--- config.mk ---
export PLATFORM = sky130hd
export DESIGN_NAME = thermostat_stepper_drive_flat
export DESIGN_NICKNAME = d
export VERILOG_FILES = /design/src/sv/thsd_pkg.sv /design/src/sv/thsd_if.sv /design/src/sv/thsd_scale.sv /design/src/sv/thsd_core.sv /design/src/sv/thermostat_stepper_drive.sv /design/src/flat_wrapper.sv
export SDC_FILE = /design/constraint.sdc
export NUM_CORES = 1
export LEC_CHECK = 0
export BUFFER_PORTS_ARGS = -buffer_cell sky130_fd_sc_hd__buf_2
export CAP_MARGIN = 20
export CORE_MARGIN = 2
export CORE_UTILIZATION = 46
export CTS_CLUSTER_DIAMETER = 40
export CTS_CLUSTER_SIZE = 24
export DETAILED_ROUTE_END_ITERATION = 7
export GPL_TIMING_DRIVEN = 1
export SLEW_MARGIN = 20
export SYNTH_ARGS = -nofsm -noshare
export SYNTH_HDL_FRONTEND = slang
export SYNTH_HIERARCHICAL = 1
export SYNTH_SLANG_ARGS = --single-unit
export TNS_END_PERCENT = 50
--- constraint.sdc ---
create_clock -name clk_i -period 6.9 [get_ports clk_i]
set_input_delay 0.345 -clock clk_i [delete_from_list [all_inputs] [get_ports clk_i]]
set_output_delay 0.345 -clock clk_i [all_outputs]
set_load 0.02 [all_outputs]
--- src/sv/thsd_pkg.sv ---
// thsd_pkg: shared widths, constants, codes and types of the thermostat stepper drive
// no dependencies; compile first
`default_nettype none

package thsd_pkg;

  localparam int unsigned SampleW  = 10;
  localparam int unsigned TempW    = 9;
  localparam int unsigned PeriodW  = 10;
  localparam int unsigned RunW     = 4;
  localparam int unsigned PhaseW   = 3;
  localparam int unsigned CoilW    = 4;
  localparam int unsigned CfgIdxW  = 3;
  localparam int unsigned CfgDataW = 10;

  // floor(s * 0.48898) as (s * ceil(0.48898 * 2^32)) >> 32, exact for 10-bit s
  localparam int unsigned ScaleMulW  = 31;
  localparam int unsigned ScaleShift = 32;
  localparam int unsigned ProdW      = SampleW + ScaleMulW;
  localparam logic [ScaleMulW-1:0] ScaleMul = 31'd2100153109;

  localparam logic [PeriodW-1:0] PeriodRst    = 10'd20;
  localparam logic [TempW-1:0]   HotEnterRst  = 9'd35;
  localparam logic [TempW-1:0]   HotExitRst   = 9'd25;
  localparam logic [TempW-1:0]   ColdEnterRst = 9'd15;
  localparam logic [TempW-1:0]   ColdExitRst  = 9'd30;
  localparam logic [RunW-1:0]    RunCountRst  = 4'd12;
  localparam logic [TempW-1:0]   TempMax      = 9'd500;

  typedef enum logic [1:0] {
    MODE_IDLE = 2'd0,
    MODE_HOT  = 2'd1,
    MODE_COLD = 2'd2
  } mode_e;

  typedef enum logic {
    OP_SAMPLE = 1'b0,
    OP_TICK   = 1'b1
  } op_e;

  typedef enum logic [CfgIdxW-1:0] {
    CFG_PERIOD     = 3'd0,
    CFG_HOT_ENTER  = 3'd1,
    CFG_HOT_EXIT   = 3'd2,
    CFG_COLD_ENTER = 3'd3,
    CFG_COLD_EXIT  = 3'd4,
    CFG_RUN_COUNT  = 3'd5
  } cfg_idx_e;

  typedef struct packed {
    logic [PeriodW-1:0] period;
    logic [TempW-1:0]   hot_enter;
    logic [TempW-1:0]   hot_exit;
    logic [TempW-1:0]   cold_enter;
    logic [TempW-1:0]   cold_exit;
    logic [RunW-1:0]    run_count;
  } cfg_t;

  typedef struct packed {
    logic [CoilW-1:0] coil_hot;
    logic [CoilW-1:0] coil_cold;
    logic [TempW-1:0] temperature;
    mode_e            mode;
    logic             busy;
  } res_t;

  // half-step coil sequence
  function automatic logic [CoilW-1:0] half_step(input logic [PhaseW-1:0] phase);
    logic [CoilW-1:0] pat;
    unique case (phase)
      3'd0: pat = 4'h9;
      3'd1: pat = 4'h8;
      3'd2: pat = 4'hC;
      3'd3: pat = 4'h4;
      3'd4: pat = 4'h6;
      3'd5: pat = 4'h2;
      3'd6: pat = 4'h3;
      default: pat = 4'h1;
    endcase
    return pat;
  endfunction

endpackage

`default_nettype wire

--- src/sv/thsd_if.sv ---
// thsd_in_if / thsd_out_if: valid-ready channels for items and results
// depends on thsd_pkg
`default_nettype none

interface thsd_in_if;
  import thsd_pkg::*;
  logic               valid;
  logic               ready;
  logic               opcode;
  logic [SampleW-1:0] adc_sample;
  modport source (output valid, opcode, adc_sample, input ready);
  modport sink   (input valid, opcode, adc_sample, output ready);
endinterface

interface thsd_out_if;
  import thsd_pkg::*;
  logic             valid;
  logic             ready;
  logic [CoilW-1:0] coil_hot;
  logic [CoilW-1:0] coil_cold;
  logic [TempW-1:0] temperature;
  logic [1:0]       mode;
  logic             busy_res;
  modport source (output valid, coil_hot, coil_cold, temperature, mode, busy_res,
                  input ready);
  modport sink   (input valid, coil_hot, coil_cold, temperature, mode, busy_res,
                  output ready);
endinterface

`default_nettype wire

--- src/sv/thsd_scale.sv ---
// thsd_scale: adc sample to whole degrees by a constant reciprocal multiply
// depends on thsd_pkg
`default_nettype none

module thsd_scale (
  input  logic [thsd_pkg::SampleW-1:0] sample_i,
  output logic [thsd_pkg::TempW-1:0]   temp_o
);
  import thsd_pkg::*;

  logic [ProdW-1:0] prod;

  assign prod   = ProdW'(sample_i) * ProdW'(ScaleMul);
  assign temp_o = prod[ScaleShift +: TempW];

endmodule

`default_nettype wire

--- src/sv/thsd_core.sv ---
// thsd_core: hysteresis mode rule and half-step run sequencer state
// depends on thsd_pkg; res_o shows the state as it will be after this step
`default_nettype none

module thsd_core (
  input  logic                       clk_i,
  input  logic                       rst_ni,
  input  logic                       step_i,
  input  thsd_pkg::op_e              opcode_i,
  input  logic [thsd_pkg::TempW-1:0] temp_i,
  input  thsd_pkg::cfg_t             cfg_i,
  output thsd_pkg::res_t             res_o
);
  import thsd_pkg::*;

  localparam logic [PhaseW-1:0] PhaseLast = '1;

  mode_e              mode_q, mode_d, mode_nx, drv_mode;
  logic [TempW-1:0]   temp_q, temp_d;
  logic [PhaseW-1:0]  phase_q, phase_d, drv_phase;
  logic [RunW-1:0]    rep_q, rep_d, rep_dec;
  logic [PeriodW-1:0] tick_q, tick_d, tick_inc, per;
  logic               run_q, run_d, drive;
  logic [CoilW-1:0]   hot_q, hot_d, cold_q, cold_d;

  always_comb begin
    mode_nx = mode_q;
    priority if (mode_q == MODE_IDLE && temp_i > cfg_i.hot_enter) begin
      mode_nx = MODE_HOT;
    end else if (temp_i < cfg_i.cold_enter) begin
      mode_nx = MODE_COLD;
    end else if (mode_q == MODE_COLD && temp_i > cfg_i.cold_exit) begin
      mode_nx = MODE_IDLE;
    end else if (mode_q == MODE_HOT && temp_i < cfg_i.hot_exit) begin
      mode_nx = MODE_IDLE;
    end else begin
      mode_nx = mode_q;
    end
  end

  always_comb begin
    mode_d    = mode_q;
    temp_d    = temp_q;
    phase_d   = phase_q;
    rep_d     = rep_q;
    tick_d    = tick_q;
    run_d     = run_q;
    hot_d     = hot_q;
    cold_d    = cold_q;
    drive     = 1'b0;
    drv_mode  = mode_q;
    drv_phase = '0;
    per       = (cfg_i.period == '0) ? PeriodW'(1) : cfg_i.period;
    tick_inc  = tick_q + 1'b1;
    rep_dec   = rep_q - 1'b1;

    if (step_i) begin
      unique case (opcode_i)
        OP_SAMPLE: begin
          // samples are ignored while a run is busy
          if (!run_q) begin
            temp_d = temp_i;
            mode_d = mode_nx;
            if ((mode_nx == MODE_HOT || mode_nx == MODE_COLD) && cfg_i.run_count != '0) begin
              run_d    = 1'b1;
              phase_d  = '0;
              tick_d   = '0;
              rep_d    = cfg_i.run_count;
              drive    = 1'b1;
              drv_mode = mode_nx;
            end
          end
        end
        OP_TICK: begin
          if (run_q) begin
            if (tick_inc < per) begin
              tick_d = tick_inc;
            end else begin
              tick_d = '0;
              if (phase_q == PhaseLast) begin
                phase_d = '0;
                rep_d   = rep_dec;
                if (rep_dec == '0) begin
                  run_d = 1'b0;
                end else begin
                  drive = 1'b1;
                end
              end else begin
                phase_d   = phase_q + 1'b1;
                drv_phase = phase_q + 1'b1;
                drive     = 1'b1;
              end
            end
          end
        end
      endcase
    end

    if (drive) begin
      if (drv_mode == MODE_HOT) begin
        hot_d = half_step(drv_phase);
      end else if (drv_mode == MODE_COLD) begin
        cold_d = half_step(drv_phase);
      end
    end
  end

  always_ff @(posedge clk_i or negedge rst_ni) begin
    if (!rst_ni) begin
      mode_q  <= MODE_IDLE;
      temp_q  <= '0;
      phase_q <= '0;
      rep_q   <= '0;
      tick_q  <= '0;
      run_q   <= 1'b0;
      hot_q   <= '0;
      cold_q  <= '0;
    end else begin
      mode_q  <= mode_d;
      temp_q  <= temp_d;
      phase_q <= phase_d;
      rep_q   <= rep_d;
      tick_q  <= tick_d;
      run_q   <= run_d;
      hot_q   <= hot_d;
      cold_q  <= cold_d;
    end
  end

  always_comb begin
    res_o.coil_hot    = hot_d;
    res_o.coil_cold   = cold_d;
    res_o.temperature = temp_d;
    res_o.mode        = mode_d;
    res_o.busy        = run_d;
  end

endmodule

`default_nettype wire

--- src/sv/thermostat_stepper_drive.sv ---
// thermostat_stepper_drive: top level with config registers, input and result stages
// depends on thsd_pkg, thsd_if, thsd_scale, thsd_core
//
// Usage:
//   in_i carries items: opcode 0 is an adc sample, opcode 1 a one millisecond
//   tick. out_o returns one result per item: both coil patterns, the last
//   temperature, the mode and the run busy flag, as they stand after the item.
//   Items are registered on transfer; from the input stage the sample is scaled
//   with a single constant multiply, the mode rule and sequencer step are applied
//   and the result register is loaded. One item per cycle is taken at a sustained
//   rate while the receiver accepts every result. When the receiver stalls, the
//   result register holds and one more item waits in the input stage; in_i.ready
//   drops only when both are full. Config writes (cfg_we_i, cfg_idx_i,
//   cfg_wdata_i) take effect at the next edge; the user makes them only while no
//   item is in flight, which the block does not enforce. Unknown indices are
//   ignored. Reset loads the default thresholds, period 20 and run count 12, clears
//   mode, temperature, coils and run state, and empties both stages.
`default_nettype none

module thermostat_stepper_drive (
  input  logic                          clk_i,
  input  logic                          rst_ni,
  input  logic                          cfg_we_i,
  input  logic [thsd_pkg::CfgIdxW-1:0]  cfg_idx_i,
  input  logic [thsd_pkg::CfgDataW-1:0] cfg_wdata_i,
  thsd_in_if.sink                       in_i,
  thsd_out_if.source                    out_o
);
  import thsd_pkg::*;

  cfg_t               cfg_q, cfg_d;
  logic               s1_vld_q, s1_vld_d;
  op_e                s1_op_q;
  logic [SampleW-1:0] s1_sample_q;
  logic               out_vld_q, out_vld_d;
  res_t               out_res_q, core_res;
  logic [TempW-1:0]   temp;
  logic               adv, step, in_xfer;

  // config registers
  always_comb begin
    cfg_d = cfg_q;
    if (cfg_we_i) begin
      unique case (cfg_idx_i)
        CFG_PERIOD:     cfg_d.period     = cfg_wdata_i;
        CFG_HOT_ENTER:  cfg_d.hot_enter  = cfg_wdata_i[TempW-1:0];
        CFG_HOT_EXIT:   cfg_d.hot_exit   = cfg_wdata_i[TempW-1:0];
        CFG_COLD_ENTER: cfg_d.cold_enter = cfg_wdata_i[TempW-1:0];
        CFG_COLD_EXIT:  cfg_d.cold_exit  = cfg_wdata_i[TempW-1:0];
        CFG_RUN_COUNT:  cfg_d.run_count  = cfg_wdata_i[RunW-1:0];
        default:        cfg_d = cfg_q;
      endcase
    end
  end

  always_ff @(posedge clk_i or negedge rst_ni) begin
    if (!rst_ni) begin
      cfg_q.period     <= PeriodRst;
      cfg_q.hot_enter  <= HotEnterRst;
      cfg_q.hot_exit   <= HotExitRst;
      cfg_q.cold_enter <= ColdEnterRst;
      cfg_q.cold_exit  <= ColdExitRst;
      cfg_q.run_count  <= RunCountRst;
    end else begin
      cfg_q <= cfg_d;
    end
  end

  // pipeline control
  assign adv        = !out_vld_q || out_o.ready;
  assign step       = s1_vld_q && adv;
  assign in_i.ready = !s1_vld_q || adv;
  assign in_xfer    = in_i.valid && in_i.ready;

  always_comb begin
    s1_vld_d = s1_vld_q;
    if (in_xfer) begin
      s1_vld_d = 1'b1;
    end else if (adv) begin
      s1_vld_d = 1'b0;
    end
    out_vld_d = adv ? s1_vld_q : out_vld_q;
  end

  always_ff @(posedge clk_i or negedge rst_ni) begin
    if (!rst_ni) begin
      s1_vld_q  <= 1'b0;
      out_vld_q <= 1'b0;
    end else begin
      s1_vld_q  <= s1_vld_d;
      out_vld_q <= out_vld_d;
    end
  end

  always_ff @(posedge clk_i) begin
    if (in_xfer) begin
      s1_op_q     <= op_e'(in_i.opcode);
      s1_sample_q <= in_i.adc_sample;
    end
    if (step) begin
      out_res_q <= core_res;
    end
  end

  thsd_scale u_scale (
    .sample_i (s1_sample_q),
    .temp_o   (temp)
  );

  thsd_core u_core (
    .clk_i    (clk_i),
    .rst_ni   (rst_ni),
    .step_i   (step),
    .opcode_i (s1_op_q),
    .temp_i   (temp),
    .cfg_i    (cfg_q),
    .res_o    (core_res)
  );

  assign out_o.valid       = out_vld_q;
  assign out_o.coil_hot    = out_res_q.coil_hot;
  assign out_o.coil_cold   = out_res_q.coil_cold;
  assign out_o.temperature = out_res_q.temperature;
  assign out_o.mode        = out_res_q.mode;
  assign out_o.busy_res    = out_res_q.busy;

`ifndef ASSERT_OFF
  // a busy run always belongs to the hot or cold motor
  assert property (@(posedge clk_i) disable iff (!rst_ni)
    out_vld_q && out_res_q.busy |-> out_res_q.mode != MODE_IDLE)
    else $error("busy result in idle mode");

  // scaled temperature never exceeds the full-scale reading
  assert property (@(posedge clk_i) disable iff (!rst_ni)
    out_vld_q |-> out_res_q.temperature <= TempMax)
    else $error("temperature out of range");

  // an empty result stage never blocks the input side
  assert property (@(posedge clk_i) disable iff (!rst_ni)
    !out_vld_q |-> in_i.ready)
    else $error("input stalled with empty result stage");

  // a held item moves into an empty result stage on the next edge
  assert property (@(posedge clk_i) disable iff (!rst_ni)
    s1_vld_q && !out_vld_q |=> out_vld_q)
    else $error("held item not delivered");
`endif

endmodule

`default_nettype wire

--- src/flat_wrapper.sv ---
// flat-port wrapper written by rule: the top's interface ports become plain ports
module thermostat_stepper_drive_flat import thsd_pkg::*;
  (clk_i, rst_ni, cfg_we_i, cfg_idx_i, cfg_wdata_i, in_i_valid, in_i_opcode, in_i_adc_sample, in_i_ready, out_o_valid, out_o_coil_hot, out_o_coil_cold, out_o_temperature, out_o_mode, out_o_busy_res, out_o_ready);
  thsd_in_if in_i_i ();
  thsd_out_if out_o_i ();
  input  logic clk_i;
  input  logic rst_ni;
  input  logic cfg_we_i;
  input  logic [thsd_pkg::CfgIdxW-1:0] cfg_idx_i;
  input  logic [thsd_pkg::CfgDataW-1:0] cfg_wdata_i;
  input wire logic [$bits(in_i_i.valid)-1:0] in_i_valid;
  input wire logic [$bits(in_i_i.opcode)-1:0] in_i_opcode;
  input wire logic [$bits(in_i_i.adc_sample)-1:0] in_i_adc_sample;
  output wire logic [$bits(in_i_i.ready)-1:0] in_i_ready;
  output wire logic [$bits(out_o_i.valid)-1:0] out_o_valid;
  output wire logic [$bits(out_o_i.coil_hot)-1:0] out_o_coil_hot;
  output wire logic [$bits(out_o_i.coil_cold)-1:0] out_o_coil_cold;
  output wire logic [$bits(out_o_i.temperature)-1:0] out_o_temperature;
  output wire logic [$bits(out_o_i.mode)-1:0] out_o_mode;
  output wire logic [$bits(out_o_i.busy_res)-1:0] out_o_busy_res;
  input wire logic [$bits(out_o_i.ready)-1:0] out_o_ready;
  assign in_i_i.valid = in_i_valid;
  assign in_i_i.opcode = in_i_opcode;
  assign in_i_i.adc_sample = in_i_adc_sample;
  assign in_i_ready = in_i_i.ready;
  assign out_o_valid = out_o_i.valid;
  assign out_o_coil_hot = out_o_i.coil_hot;
  assign out_o_coil_cold = out_o_i.coil_cold;
  assign out_o_temperature = out_o_i.temperature;
  assign out_o_mode = out_o_i.mode;
  assign out_o_busy_res = out_o_i.busy_res;
  assign out_o_i.ready = out_o_ready;
  thermostat_stepper_drive u_core (.clk_i(clk_i), .rst_ni(rst_ni), .cfg_we_i(cfg_we_i), .cfg_idx_i(cfg_idx_i), .cfg_wdata_i(cfg_wdata_i), .in_i(in_i_i), .out_o(out_o_i));
endmodule
# Yosys cells after proc, flatten, opt, wreduce, memory -nomap -nowiden
# Cells that the tools add are included.
word_totals:
  latch_bits: 0
  rom_bits: 0
  ram_bits: 0
  mem_count: 0
  ff_bits: 120
  output_inout_bits: 22
  elab_cells: 140
op_classes:
  n_eq_ne: 23
  muxes: 57
  n_addsub: 3
  n_lt_le_gt_ge: 5
  bitwise_logic: 1
  n_reduce_logical: 27
  div: 0
  n_mul: 1
  shifts: 0
ops:
  columns: ["op", "n"]
  rows:
  - ["two-way mux 10 bit", 5]
  - ["multiplier 10 x 31 -> 41 bit (second input constant)", 1]
  - ["two-way mux 4 bit", 10]
  - ["case mux 4 bit (7 select lines)", 1]
  - ["two-way mux 3 bit", 9]
  - ["two-way mux 9 bit", 3]
  - ["two-way mux 2 bit", 11]
  - ["case mux 10 bit (2 select lines)", 1]
  - ["== test 3 bit (second input constant)", 6]
  - ["greater-than comparator 9 bit", 2]
  - ["less-than comparator 9 bit", 2]
  - ["two-way mux 1 bit", 13]
  - ["== test 3 x 2 -> 1 bit (second input constant)", 4]
  - ["AND reduction 2 bit", 6]
  - ["adder 10 x 1 -> 10 bit (second input constant)", 1]
  - ["logical NOT 10 bit", 1]
  - ["less-than comparator 10 bit", 1]
  - ["inequality test 2 bit (second input constant)", 5]
  - ["case mux 4 bit (2 select lines)", 1]
  - ["== test 2 x 1 -> 1 bit (second input constant)", 3]
  - ["== test 2 bit (second input constant)", 3]
  - ["== test 3 x 1 -> 1 bit (second input constant)", 2]
  - ["logical AND 1 bit", 6]
  - ["logical NOT 3 bit", 2]
  - ["14 further kinds", 18]

# Depth between registers and ports, before layout
# Gate-level depths: netlist (run 1).
logic_depth:
  word_depth: 18
  mapped_depth: 28
  ltp_nobuf: 27

# Modules after synthesis
# The synthesis (run 1) kept the hierarchy.
by_module_without_submodules:
  columns: ["mod", "instances", "seq_area_each_um2", "area_per_inst_um2", "cells_per_inst"]
  rows:
  - ["thsd_scale", 1, 0.0, 5079.9, 569]
  - ["thsd_core", 1, 925.9, 3196.8, 384]
  - ["thermostat_stepper_drive", 1, 2254.7, 3007.9, 149]

# Worst setup path after synthesis (run 1)
# Ideal clock, no wire load.
synth_path:
  kind: "reg2reg"
  start: "register u_core.s1_sample_q[8]"
  end: "register u_core.out_res_q, in the netlist u_core/out_o.coil_cold[2], data pin"
  slack_ns: -0.015
  t_required_ns: 6.640
  stages_incl_launch_ff: 25
  arrival_time_ns: 6.655
  setup_ns: 0.260
  path_cell_list: "edfxtp_1 > inv_1 > ha_1 > inv_1 > fa_1 > fa_1 > inv_1 > fa_1 > fa_1 > inv_1 > ha_1 > a211oi_2 > o21ai_0 > a21oi_1 > o211ai_1 > a221o_1 > nor4_1 > ha_1 > o21ai_0 > nor2_1 > a2111oi_4 > a21o_2 > o31ai_4 > a2111o_1 > a22o_1"
synth_lines:
  columns: ["item", "line", "text"]
  rows:
  - ["from (decl)", "thermostat_stepper_drive.sv:34", "logic [SampleW-1:0] s1_sample_q;"]
  - ["from (signal assigned)", "thermostat_stepper_drive.sv:98", "s1_sample_q <= in_i.adc_sample;"]
  - ["to (signal assigned)", "thermostat_stepper_drive.sv:101", "out_res_q <= core_res;"]
  - ["to (decl)", "thermostat_stepper_drive.sv:36", "res_t out_res_q, core_res;"]

==> impl_results.md, run 1 <==
- Status: finished with violations
- Violated checks: negative setup slack
- Commonest non-fill, non-tap cell in the layout: inv_1
- CTS Buf Count: 17
- Total Nets Final: 1,577
- Clk_lat worst skew: 0.41 ns
- Ranking of synthesized cells by area: ha_1 18%, fa_1 16%, dfrtp_1 16%
- MaxCap Viol Count: 0
- GRT overflow: 0
- Worst setup startpoint: u_core/s1_sample_q[9]$_DFFE_PP_
- Clock skew: 0.0140 ns
- First-pass GRT wire length: 47,400 um
- Final max-slew violation count: 0
- WHS Endpoint: u_core/s1_sample_q[1]$_DFFE_PP_
- Core area: 24,200 sq um
- Req. time, crit path: 7.05 ns
- CTS tree: yes
- Worst Setup Path Type: reg2reg
- Worst Setup Start Kind: flop
- Number of synthesized flops with an enable pin: 31
- DRC: 0
- Die area: 25,800 sq um
- Synthesized cell area: 11,300 sq um
- Root Buffer Master: clkbuf_16
- Vias in the first global route: 8,872
- Final worst-path setup slack: -0.0940 ns
- Post-DR vias/cell: 5.39
- Drt first pass iters: 7
- Total track usage: 23.3%
- Synthesized flop and latch total: 120
- HP Start: in_i_adc_sample[1]
- Main synth FF type: dfrtp_1
- Hold WC Path Type: in2reg
- Worst path bufs/invs: 8
- Starting Density: 46.7%
- Max clock buf depth: 2
- Most frequent cells in the layout: 193 x inv_1, 135 x buf_4, 133 x ha_1, 87 x fa_1
- Average size of a mapped cell: 10.2 sq um
- CP arrival: 7.15 ns
- DR WL/cell: 17.8 um
- Port Buffers: 50
- Unrepaired setup endpoints after global routing: true
- Diode count: 0
- Detailed Route Iter0 Violations: 460
- RR Startpoint: u_core/s1_sample_q[9]$_DFFE_PP_
- R2r setup slk: -0.09 ns
- Register area share after synthesis: 28.2%
- Critical Path Sink Type: flop
- Largest net degree at the start of global routing: 47
- Synthesis Warnings: 6
- Peak Freq: 143 MHz
- # clock sinks: 120
- Worst r2r path cells: 28
- Largest area contributor in the netlist: ha_1
- Die W: 161 um
- Routed Antenna Nets: 0
- RR Endpoint: u_core/out_o.coil_cold[2]$_DFFE_PP_
- Clock-pin slew on the worst setup and hold paths: 0.06 ns
- Crit path max-delay family: adder cells
- I/O pin count: 51
- # H-tree levels: 4
- Top cell type's share of synthesized area: 17.6%
- Slowest cell on crit path: fa_2
- Synth unique cells: 90
- Initial antenna violation count: 0
- Die height: 161 um
- Final period util: 101%
- Area growth, synth to finish: 27.4%
- Final hold vios: 0
- HPWL after DPL: 22,900 um
- Max incr delay on CP: 0.57 ns
- Row cnt: 57
- Syn_nets: 1,383
- RePlAce Congestion: 0.909
- Worst-path fanout max: 5
- Hold Path Depth: 1
- Tmin final: 6.99 ns
- Worst-margin pin slew: 1.01 ns
- Total Wirelength: 29,100 um
- Post-Synthesis Cells: 1,102
- Via Count: 8,798
- WHS: 0.110 ns
- Layout cell share with drive strength beyond 1: 32.9%
- Headroom to the max-slew limit: 32.9%
- Post-synth ARST share: 74.2%
- Final setup viols: 17
[cell type report]
class / count / area, sq um
Timing Repair Buffer: 194 / 1370
Tap cell: 324 / 405
Multi-Input combinational cell: 759 / 8030
Sequential cell: 120 / 3180
Inverter: 204 / 766
Fill cell: 2023 / 9810
Clock inverter: 9 / 109
Clock buffer: 23 / 510
[how the worst max path moves through the flow]
stage                                          end  slack, ns  cells past startpoint
2_1_floorplan  u_core/out_o.coil_cold[2]$_DFFE_PP_       0.04                     23
3_3_place_gp   u_core/out_o.coil_cold[2]$_DFFE_PP_      -0.49                     26
3_5_place_dp   u_core/out_o.coil_cold[2]$_DFFE_PP_      -0.40                     26
4_1_cts        u_core/out_o.coil_cold[2]$_DFFE_PP_     -0.006                     25
5_1_grt        u_core/out_o.coil_cold[1]$_DFFE_PP_      -0.30                     27
6_report       u_core/out_o.coil_cold[2]$_DFFE_PP_      -0.09                     28
[registers in the layout, summed over array words and instances (netlist names)]
register                  flops
u_core/u_core/phase_q         3
u_core/u_core/cold_q          4
u_core/s1_op_q                1
u_core/s1_vld_q               1
u_core/u_core/hot_q           4
u_core/out_o.valid            1
u_core/out_o.busy_res         1
u_core/s1_sample_q           10
u_core/out_o.coil_cold        4
u_core/u_core/temp_q          9
u_core/out_o.coil_hot         4
u_core/u_core/tick_q         10
u_core/out_o.mode             2
u_core/cfg_q                 50
u_core/u_core/rep_q           4
u_core/u_core/run_q           1
u_core/u_core/mode_q          2
u_core/out_o.temperature      9
[layer usage]
metal	share of wire (%)	GRT usage [%]	routed length, um	vias to the layer above
li1	-	-	-	4172
met5	0	0	0	-
met1	47	34.5	13800	4383
met4	1.8	4.95	537	0
met3	4.5	3.41	1320	35
met2	46	36.6	13400	208
[cells in the mapped netlist (3+ instances only)]
cell type	instances
nand2_1	76
nor2b_1	5
mux2_4	9
nor4_1	10
nand3_1	34
a211oi_2	5
buf_6	5
nand4_1	16
o22ai_1	5
mux2i_1	3
mux2_2	43
clkbuf_1	6
nor2_1	42
fa_1	93
xnor2_1	11
a31oi_1	9
a22o_1	6
nand2b_1	7
nor3_1	16
buf_4	3
a211oi_1	5
ha_1	159
buf_2	4
edfxtp_1	31
a21oi_1	61
or3_1	4
o21ai_1	3
o21bai_1	4
inv_1	203
o211ai_1	8
and2_1	8
dfstp_2	18
xor2_1	5
and4bb_1	3
o21ai_0	35
a21o_1	10
dfrtp_1	71
and3_1	5
[stage by stage]
step                std cells  TNS [ns]  area (sq um)  util, %  setup WS, ns
floorplan                1102         0         11300        -        0.0443
global placement         1576    -10.64         12700     52.6        -0.486
detailed placement       1576     -8.80         12700     52.6        -0.405
CTS                      1624  -0.00639         13900     57.5      -0.00639
global route             1633     -6.72         14400     59.4        -0.300
finish                   1633    -0.617         14400     59.4       -0.0940
[cells by family (layout without fill, tap and decap cells)]
kind of cell / Yosys count / in the layout / share of synthesized area (%)
multiplexers: 55 / 55 / 5.75
flip-flops: 120 / 120 / 28.2
AND/OR/NAND/NOR: 248 / 248 / 11.4
buffers and inverters: 223 / 430 / 7.91
adder cells (fa/ha/maj): 252 / 252 / 34.1
XOR/XNOR: 16 / 16 / 1.24
AO/OA/AOI/OAI: 188 / 188 / 11.4
[repair_timing]
action                                 4_1_cts  5_1_grt
setup endpoints to repair                   36       38
setup buffers                               17        9
gates resized for setup                     73       80
hold buffers                                 1        0
pin swaps                                   31       42
endpoints found under the hold margin       40        0
Power of run 1 is left out: the tool's default activity adds up to more than one toggle a clock period on the data nets, which glitch-free logic cannot reach.
==> inputs of run 2 (changes only) <==
--- a/config.mk
+++ b/config.mk
@@ -13,9 +13,9 @@
 export CTS_CLUSTER_SIZE = 24
 export DETAILED_ROUTE_END_ITERATION = 7
 export GPL_TIMING_DRIVEN = 1
+export PLACE_DENSITY = 0.65
 export SLEW_MARGIN = 20
 export SYNTH_ARGS = -nofsm -noshare
 export SYNTH_HDL_FRONTEND = slang
-export SYNTH_HIERARCHICAL = 1
 export SYNTH_SLANG_ARGS = --single-unit
 export TNS_END_PERCENT = 50
==> run 2 against run 1 <==
Net effect:
- the run still ends with negative setup slack left
- hold slack got worse by 0.0042 ns
- largest cell class unchanged
- synthesized cell count decreased by 9.2%
- critical path type unchanged
- setup slack got worse by 0.30 ns
- via count decreased by 9.3%
- clock-buffer cell count decreased by 4
- register-to-register slack got worse by 0.30 ns
==> impl_results.md, run 2 <==
- Status: finished with violations (unchanged)
- Violated checks: negative setup slack (unchanged)
- Final worst-path setup slack: -0.394 ns (was -0.0940 ns)
- Placed cells: 1,460 (was 1,576)
- HPWL after DPL: 20,600 um (was 22,900 um)
- Core area: 22,600 sq um (was 24,200 sq um)
- Multi-input gate area: 7350 sq um (was 8030 sq um)
- Critical Path Sink Type: flop (unchanged)
- Row cnt: 55 (was 57)
- Detailed Route Iter0 Violations: 445 (was 460)
- First-pass GRT wire length: 42,800 um (was 47,400 um)
- Average size of a mapped cell: 10.6 sq um (was 10.2 sq um)
- Worst Setup Path Type: reg2reg (unchanged)
- Routed Antenna Nets: 0 (unchanged)
- Synth unique cells: 66 (was 90)
- Headroom to the max-slew limit: 39.3% (was 32.9%)
- Total Wirelength: 26,700 um (was 29,100 um)
- Most frequent cells in the layout: 193 x inv_1, 144 x buf_4, 132 x ha_1, 85 x fa_1, 71 x dfrtp_1 (was 193 x inv_1, 135 x buf_4, 133 x ha_1, 87 x fa_1)
- Final hold vios: 0 (unchanged)
- Req. time, crit path: 7.05 ns (about the same)
- Worst r2r path cells: 27 (was 28)
- Post-synth ARST share: 74.2% (unchanged)
- Unrepaired setup endpoints after global routing: true (unchanged)
- Diode count: 0 (unchanged)
- Synth cell count leaders: 203 x inv_1, 160 x ha_1, 93 x fa_1 (was 203 x inv_1, 159 x ha_1, 93 x fa_1)
- DRC: 0 (unchanged)
- Crit path max-delay family: adder cells (unchanged)
- Worst path most repeated cell: fa_1
- CTS Buf Count: 17 (unchanged)
- Synthesized flop and latch total: 120 (unchanged)
- Biggest register: u_core.cfg_q (was u_core/cfg_q)
- Synthesized cell area: 10,600 sq um (was 11,300 sq um)
- CP arrival: 7.45 ns (was 7.15 ns)
- Hold Path Depth: 1 (unchanged)
- Area growth, synth to finish: 29.6% (was 27.4%)
- Slowest cell on crit path: fa_1 (was fa_2)
- Peak Freq: 137 MHz (was 143 MHz)
- Largest area contributor in the netlist: ha_1 (unchanged)
- RePlAce Congestion: 0.916 (was 0.909)
- Worst-margin pin slew: 0.909 ns (was 1.01 ns)
- Reg area: 3180 sq um (unchanged)
- Crit path depth: 27 (was 28)
- Die area: 24,200 sq um (was 25,800 sq um)
- Worst-path fanout max: 5 (unchanged)
- Clock-pin slew on the worst setup and hold paths: 0.06 ns (about the same)
- Commonest non-fill, non-tap cell in the layout: inv_1 (unchanged)
- Non-filler cells, final: 1,512 (was 1,633)
- Die W: 156 um (was 161 um)
- Root Buffer Master: clkbuf_16 (unchanged)
- # clock sinks: 120 (unchanged)
- GRT overflow: 0 (unchanged)
- Post-DR vias/cell: 5.28 (was 5.39)
- MaxCap Viol Count: 0 (unchanged)
- # H-tree levels: 4 (unchanged)
- Worst Setup Start Kind: flop (unchanged)
- DR WL/cell: 17.6 um (was 17.8 um)
- Final period util: 106% (was 101%)
- Synthesis Warnings: 0 (was 6)
- Largest net degree at the start of global routing: 83 (was 47)
- Number of synthesized flops with an enable pin: 31 (unchanged)
- Tmin final: 7.29 ns (was 6.99 ns)
- Drt first pass iters: 5 (was 7)
- Hold WC Path Type: in2reg (unchanged)
- Top cell type's share of synthesized area: 19.0% (was 17.6%)
- Main synth FF type: dfrtp_1 (unchanged)
- Post-Synthesis Cells: 1,001 (was 1,102)
- Final max-slew violation count: 0 (unchanged)
- I/O pin count: 51 (unchanged)
- Max incr delay on CP: 0.52 ns (was 0.57 ns)
- Ranking of synthesized cells by area: ha_1 19%, fa_1 18%, dfrtp_1 17% (was ha_1 18%, fa_1 16%, dfrtp_1 16%)
- Worst path bufs/invs: 4 (was 8)
- Layout cell share with drive strength beyond 1: 31.9% (was 32.9%)
- Clock skew: 0.0111 ns (was 0.0140 ns)
- Starting Density: 46.8% (was 46.7%)
- Total track usage: 22.7% (was 23.3%)
- Register area share after synthesis: 30.1% (was 28.2%)
- CTS tree: yes (unchanged)
- Clk_lat worst skew: 0.41 ns (about the same)
- Largest register FFs: 50 (unchanged)
- Syn_nets: 1,283 (was 1,383)
- Largest registers: u_core.cfg_q (50), u_core.s1_sample_q (10), u_core.u_core.tick_q (10) (was u_core/cfg_q (50), u_core/s1_sample_q (10), u_core/u_core/tick_q (10))
- Initial antenna violation count: 0 (unchanged)
- Count leader, synth: inv_1 (unchanged)
- Die height: 156 um (was 161 um)
- WHS: 0.105 ns (was 0.110 ns)
- Max clock buf depth: 2 (unchanged)
- Total Nets Final: 1,496 (was 1,577)
- Port Buffers: 50 (unchanged)
- Via Count: 7,984 (was 8,798)
- Fill cells: 1,862 (was 2,023)
- Final setup viols: 37 (was 17)
- Vias in the first global route: 8,436 (was 8,872)
-- run 2: changes by cell type after synthesis, sizes merged, moves of 5 or more --
cell | before | now
mux2 | 52 | 34
a22o | 6 | 11
nor4 | 11 | 4
nor2 | 44 | 20
nand2 | 77 | 70
o21ai | 39 | 64
nor3b | 1 | 8
nand3 | 35 | 15
buf | 12 | 1
a31oi | 9 | 3
nand4 | 17 | 10
and2 | 8 | 3
a21o | 11 | 19
a21oi | 63 | 29
-- run 2: kinds of logic after synthesis --
logic type | synth area share (%)
AOI/OAI and AO/OA | 11.4
xor gates and xnor gates | 1.74
adders and majority gates | 36.6
buffers and inverters | 7.57
DFF | 30.1
muxes | 4.26
and+or+nand+nor | 8.31
-- run 2: per-stage QoR --
stage,util (%),instance area (sq um),setup TNS [ns],setup slack (ns)
finish,60.6,13700,-9.59,-0.394
global route,60.6,13700,-21.45,-0.708
CTS,59.0,13300,-8.11,-0.365
detailed placement,54.6,12300,-30.28,-0.916
global placement,54.6,12300,-32.10,-0.994
floorplan,-,10700,-0.233,-0.0719
-- run 2: final cells by class --
class,count,share of cell area (%)
flip-flops and latches,120,23.2
clock buffers,19,3.24
inverters,205,5.62
well taps,285,2.61
multi-input cells,668,53.7
repair buffers,202,10.4
clock inverters,13,1.22
-- run 2: final timing paths --
kind | start | end | slack [ns]
max in group asynchronous | rst_ni | u_core.u_core.temp_q[6]$_DFF_PN0_ | 5.66
worst min-delay path | in_i_adc_sample[5] | u_core.s1_sample_q[5]$_DFFE_PP_ | 0.11
worst min register to register | u_core.u_core.temp_q[5]$_DFF_PN0_ | u_core.u_core.temp_q[5]$_DFF_PN0_ | 0.49
worst max register to register | u_core.s1_sample_q[4]$_DFFE_PP_ | u_core.out_o.coil_hot[1]$_DFFE_PP_ | -0.39
worst max-delay path | u_core.s1_sample_q[4]$_DFFE_PP_ | u_core.out_o.coil_hot[1]$_DFFE_PP_ | -0.39
min in group asynchronous | rst_ni | u_core.cfg_q[41]$_DFFE_PN0P_ | 0.29
-- run 2: timing repair --
item / 4_1_cts / 5_1_grt
buffers inserted: 12 / 10
hold endpoints to repair: 7 / 0
gates resized for setup: 54 / 52
hold buffers: 1 / 0
pin swaps: 27 / 19
endpoints found under the setup margin: 39 / 39
-- run 2: per-layer routing --
metal  vias up  track usage [%]  share of wire [%]
li1       3832                -                  -
met1      3952             29.2                 43
met2       154             39.2                 50
met3        46             3.39                3.4
met4         0             7.56                3.2
met5         -                0                  0
Power of run 2 is left out for the same reason.
==> inputs of run 3 (changes only) <==
--- a/config.mk
+++ b/config.mk
@@ -5,6 +5,7 @@
 export SDC_FILE = /design/constraint.sdc
 export NUM_CORES = 1
 export LEC_CHECK = 0
+export ABC_AREA = 1
 export BUFFER_PORTS_ARGS = -buffer_cell sky130_fd_sc_hd__buf_2
 export CAP_MARGIN = 20
 export CORE_MARGIN = 2
@@ -13,7 +14,6 @@
 export CTS_CLUSTER_SIZE = 24
 export DETAILED_ROUTE_END_ITERATION = 7
 export GPL_TIMING_DRIVEN = 1
-export PLACE_DENSITY = 0.65
 export SLEW_MARGIN = 20
 export SYNTH_ARGS = -nofsm -noshare
 export SYNTH_HDL_FRONTEND = slang
==> constraint.sdc (replaced) <==
create_clock -name clk_i -period 6.9 [get_ports clk_i]
set_input_delay 1.38 -clock clk_i [delete_from_list [all_inputs] [get_ports clk_i]]
set_output_delay 1.38 -clock clk_i [all_outputs]
set_load 0.02 [all_outputs]
==> run 3 against run 2 <==
Net effect:
- the run still ends with negative setup slack left
- final cell count rose by 17%
- register-to-register slack improved by 0.26 ns
- first-iteration DRC count fell by 1.3%
- flip-flop and latch count unchanged
- hold slack better by 0.37 ns
- non-clock buffer count shrank 1
- synthesized area is 4.4% higher
- setup slack better by 0.26 ns
- design area up 2.6%
- highest routed layer unchanged
==> impl_results.md, run 3 <==
- Status: finished with violations (unchanged)
- Violated checks: negative setup slack (unchanged)
- Drt first pass iters: 6 (was 5)
- Total Wirelength: 28,200 um (was 26,700 um)
- Critical Path Sink Type: flop (unchanged)
- Placed cells: 1,693 (was 1,460)
- Place WS: -0.536 ns (was -0.916 ns)
- Die area: 25,200 sq um (was 24,200 sq um)
- Worst Setup Start Kind: flop (unchanged)
- Syn_nets: 1,500 (was 1,283)
- Routed Antenna Nets: 0 (unchanged)
- Synthesized flop and latch total: 120 (unchanged)
- Tmin final: 7.03 ns (was 7.29 ns)
- Largest area contributor in the netlist: ha_1 (unchanged)
- CTS tree: yes (unchanged)
- Req. time, crit path: 7.06 ns (was 7.05 ns)
- Fill cells: 2,021 (was 1,862)
- Peak Freq: 142 MHz (was 137 MHz)
- Core area: 23,500 sq um (was 22,600 sq um)
- Final max-slew violation count: 0 (unchanged)
- Non-filler cells, final: 1,762 (was 1,512)
- Final setup viols: 10 (was 37)
- Max clock buf depth: 2 (unchanged)
- # clock sinks: 120 (unchanged)
- Count leader, synth: inv_1 (unchanged)
- Biggest register: u_core.cfg_q (unchanged)
- Diode count: 0 (unchanged)
- Hold buffer count at cts: 0 (was 1)
- Headroom to the max-slew limit: 26.7% (was 39.3%)
- Synthesized cell area: 11,000 sq um (was 10,600 sq um)
- Main synth FF type: dfrtp_1 (unchanged)
- Port Buffers: 50 (unchanged)
- Synth cell count leaders: 259 x inv_1, 217 x nand2_1, 160 x ha_1 (was 203 x inv_1, 160 x ha_1, 93 x fa_1)
- CTS Buf Count: 17 (unchanged)
- Worst Setup Path Type: reg2reg (unchanged)
- I/O pin count: 51 (unchanged)
- Vias in the first global route: 9,096 (was 8,436)
- Unrepaired setup endpoints after global routing: true (unchanged)
- Synth unique cells: 53 (was 66)
- Commonest non-fill, non-tap cell in the layout: inv_1 (unchanged)
- Most frequent cells in the layout: 246 x inv_1, 196 x nand2_1, 139 x buf_4, 133 x ha_1, 83 x fa_1 (was 193 x inv_1, 144 x buf_4, 132 x ha_1, 85 x fa_1, 71 x dfrtp_1)
- Largest registers: u_core.cfg_q (50), u_core.s1_sample_q (10), u_core.u_core.tick_q (10) (unchanged)
- Ranking of synthesized cells by area: ha_1 18%, fa_1 17%, dfrtp_1 16% (was ha_1 19%, fa_1 18%, dfrtp_1 17%)
- GRT overflow: 0 (unchanged)
- Average size of a mapped cell: 9.06 sq um (was 10.6 sq um)
- Slowest cell on crit path: fa_1 (unchanged)
- Largest net degree at the start of global routing: 72 (was 83)
- CP arrival: 7.19 ns (was 7.45 ns)
- MaxCap Viol Count: 0 (unchanged)
- Post-DR vias/cell: 4.97 (was 5.28)
- Die W: 159 um (was 156 um)
- Register area share after synthesis: 28.8% (was 30.1%)
- Initial antenna violation count: 0 (unchanged)
- First-pass GRT wire length: 46,800 um (was 42,800 um)
- Via Count: 8,760 (was 7,984)
- Die height: 159 um (was 156 um)
- Final worst-path setup slack: -0.132 ns (was -0.394 ns)
- # H-tree levels: 4 (unchanged)
- HPWL after DPL: 22,200 um (was 20,600 um)
- Final period util: 102% (was 106%)
- Clock-pin slew on the worst setup and hold paths: 0.06 ns (about the same)
- Post-Synthesis Cells: 1,218 (was 1,001)
- Root Buffer Master: clkbuf_16 (unchanged)
- Max incr delay on CP: 0.58 ns (was 0.52 ns)
- Row cnt: 56 (was 55)
- DR WL/cell: 16.0 um (was 17.6 um)
- Post-synth ARST share: 74.2% (unchanged)
- Total Nets Final: 1,712 (was 1,496)
- Synthesis Warnings: 0 (unchanged)
- Total track usage: 23.3% (was 22.7%)
- Layout cell share with drive strength beyond 1: 27.2% (was 31.9%)
- Starting Density: 47.0% (was 46.8%)
- Hold WC Path Type: reg2reg (was in2reg)
- Largest register FFs: 50 (unchanged)
- Clk_lat worst skew: 0.42 ns (was 0.41 ns)
- Detailed Route Iter0 Violations: 439 (was 445)
- Worst path most repeated cell: nand2_1 (was fa_1)
- Clock skew: 0.0178 ns (was 0.0111 ns)
- Number of synthesized flops with an enable pin: 31 (unchanged)
- Area growth, synth to finish: 27.4% (was 29.6%)
- DRC: 0 (unchanged)
- Worst-margin pin slew: 1.09 ns (was 0.909 ns)
- Top cell type's share of synthesized area: 18.2% (was 19.0%)
- Worst-path fanout max: 5 (unchanged)
- Final hold vios: 0 (unchanged)
- WHS: 0.476 ns (was 0.105 ns)
- RePlAce Congestion: 0.962 (was 0.916)
==> run 3: cell types whose count changed in the layout (fill, tap and decap cells not counted), sizes merged, moves of 32 or more <==
| cell | before | now |
|---|---|---|
| nand2 | 70 | 235 |
| inv | 210 | 272 |
| mux2 | 34 | 0 |
| a21oi | 29 | 61 |
| nor2 | 20 | 52 |
| o21ai | 64 | 96 |
==> run 3: timing repair <==
item                                   4_1_cts  5_1_grt
endpoints found under the hold margin        0        0
resized for setup                           90       43
buffers inserted                            31        6
pin swaps                                   65       34
setup endpoints to repair                   38       37
==> run 3: worst paths after layout <==
path,startpoint,endpoint,slack [ns],depth (start not counted)
max reg2reg,u_core.s1_sample_q[9]$_DFFE_PP_,u_core.out_o.coil_hot[2]$_DFFE_PP_,-0.13,36
max,u_core.s1_sample_q[9]$_DFFE_PP_,u_core.out_o.coil_hot[2]$_DFFE_PP_,-0.13,36
max in group asynchronous,rst_ni,u_core.cfg_q[18]$_DFFE_PN0P_,4.87,2
min in group asynchronous,rst_ni,u_core.u_core.rep_q[1]$_DFFE_PN0P_,0.83,1
min,u_core.u_core.temp_q[7]$_DFF_PN0_,u_core.u_core.temp_q[7]$_DFF_PN0_,0.48,2
min reg2reg,u_core.u_core.temp_q[7]$_DFF_PN0_,u_core.u_core.temp_q[7]$_DFF_PN0_,0.48,2
==> run 3: critical path: cells and delay by family (launching register included) <==
family	cells	cell delay, ns
buf+inv	7	0.66
xor+xnor	1	0.45
simple gates	19	1.75
compound gates	2	0.52
fa+ha+maj	7	2.98
flops	1	0.41
==> run 3: routing by layer <==
metal  wire (um)  vias to the layer above  part of all wire, %  global-route usage (%)
met5           0                        -                    0                       0
met3        1030                       56                  3.7                    3.66
met4         840                        0                  3.0                    8.17
met1       13300                     4172                   47                    32.4
met2       13000                      182                   46                    37.1
li1            -                     4350                    -                       -
==> run 3: cell type report <==
| cell class | instances | area, sq um | area share [%] |
|---|---|---|---|
| well taps | 319 | 399 | 2.84 |
| repair buffers | 201 | 1450 | 10.3 |
| flip-flops and latches | 120 | 3180 | 22.6 |
| inverters | 267 | 1000 | 7.14 |
| clock buffers | 17 | 425 | 3.03 |
| multi-input cells | 823 | 7440 | 53.0 |
| clock inverters | 15 | 141 | 1.01 |
==> run 3: per-stage QoR <==
step | area [sq um] | setup TNS, ns | util (%)
after floorplan | 11000 | 0 | -
after global placement | 12500 | -13.22 | 53.3
after CTS | 13800 | 0 | 58.9
final | 14000 | -0.951 | 59.8
after global routing | 14000 | -6.52 | 59.8
after detailed placement | 12500 | -12.79 | 53.3
==> run 3: logic make-up after synthesis <==
family	share of synthesized area, %
and+or+nand+nor	15.3
muxes	0.272
DFF	28.8
adders and majority gates	35.0
xor gates and xnor gates	1.67
buffers and inverters	9.43
AOI/OAI and AO/OA	9.43
Power of run 3 is left out for the same reason.
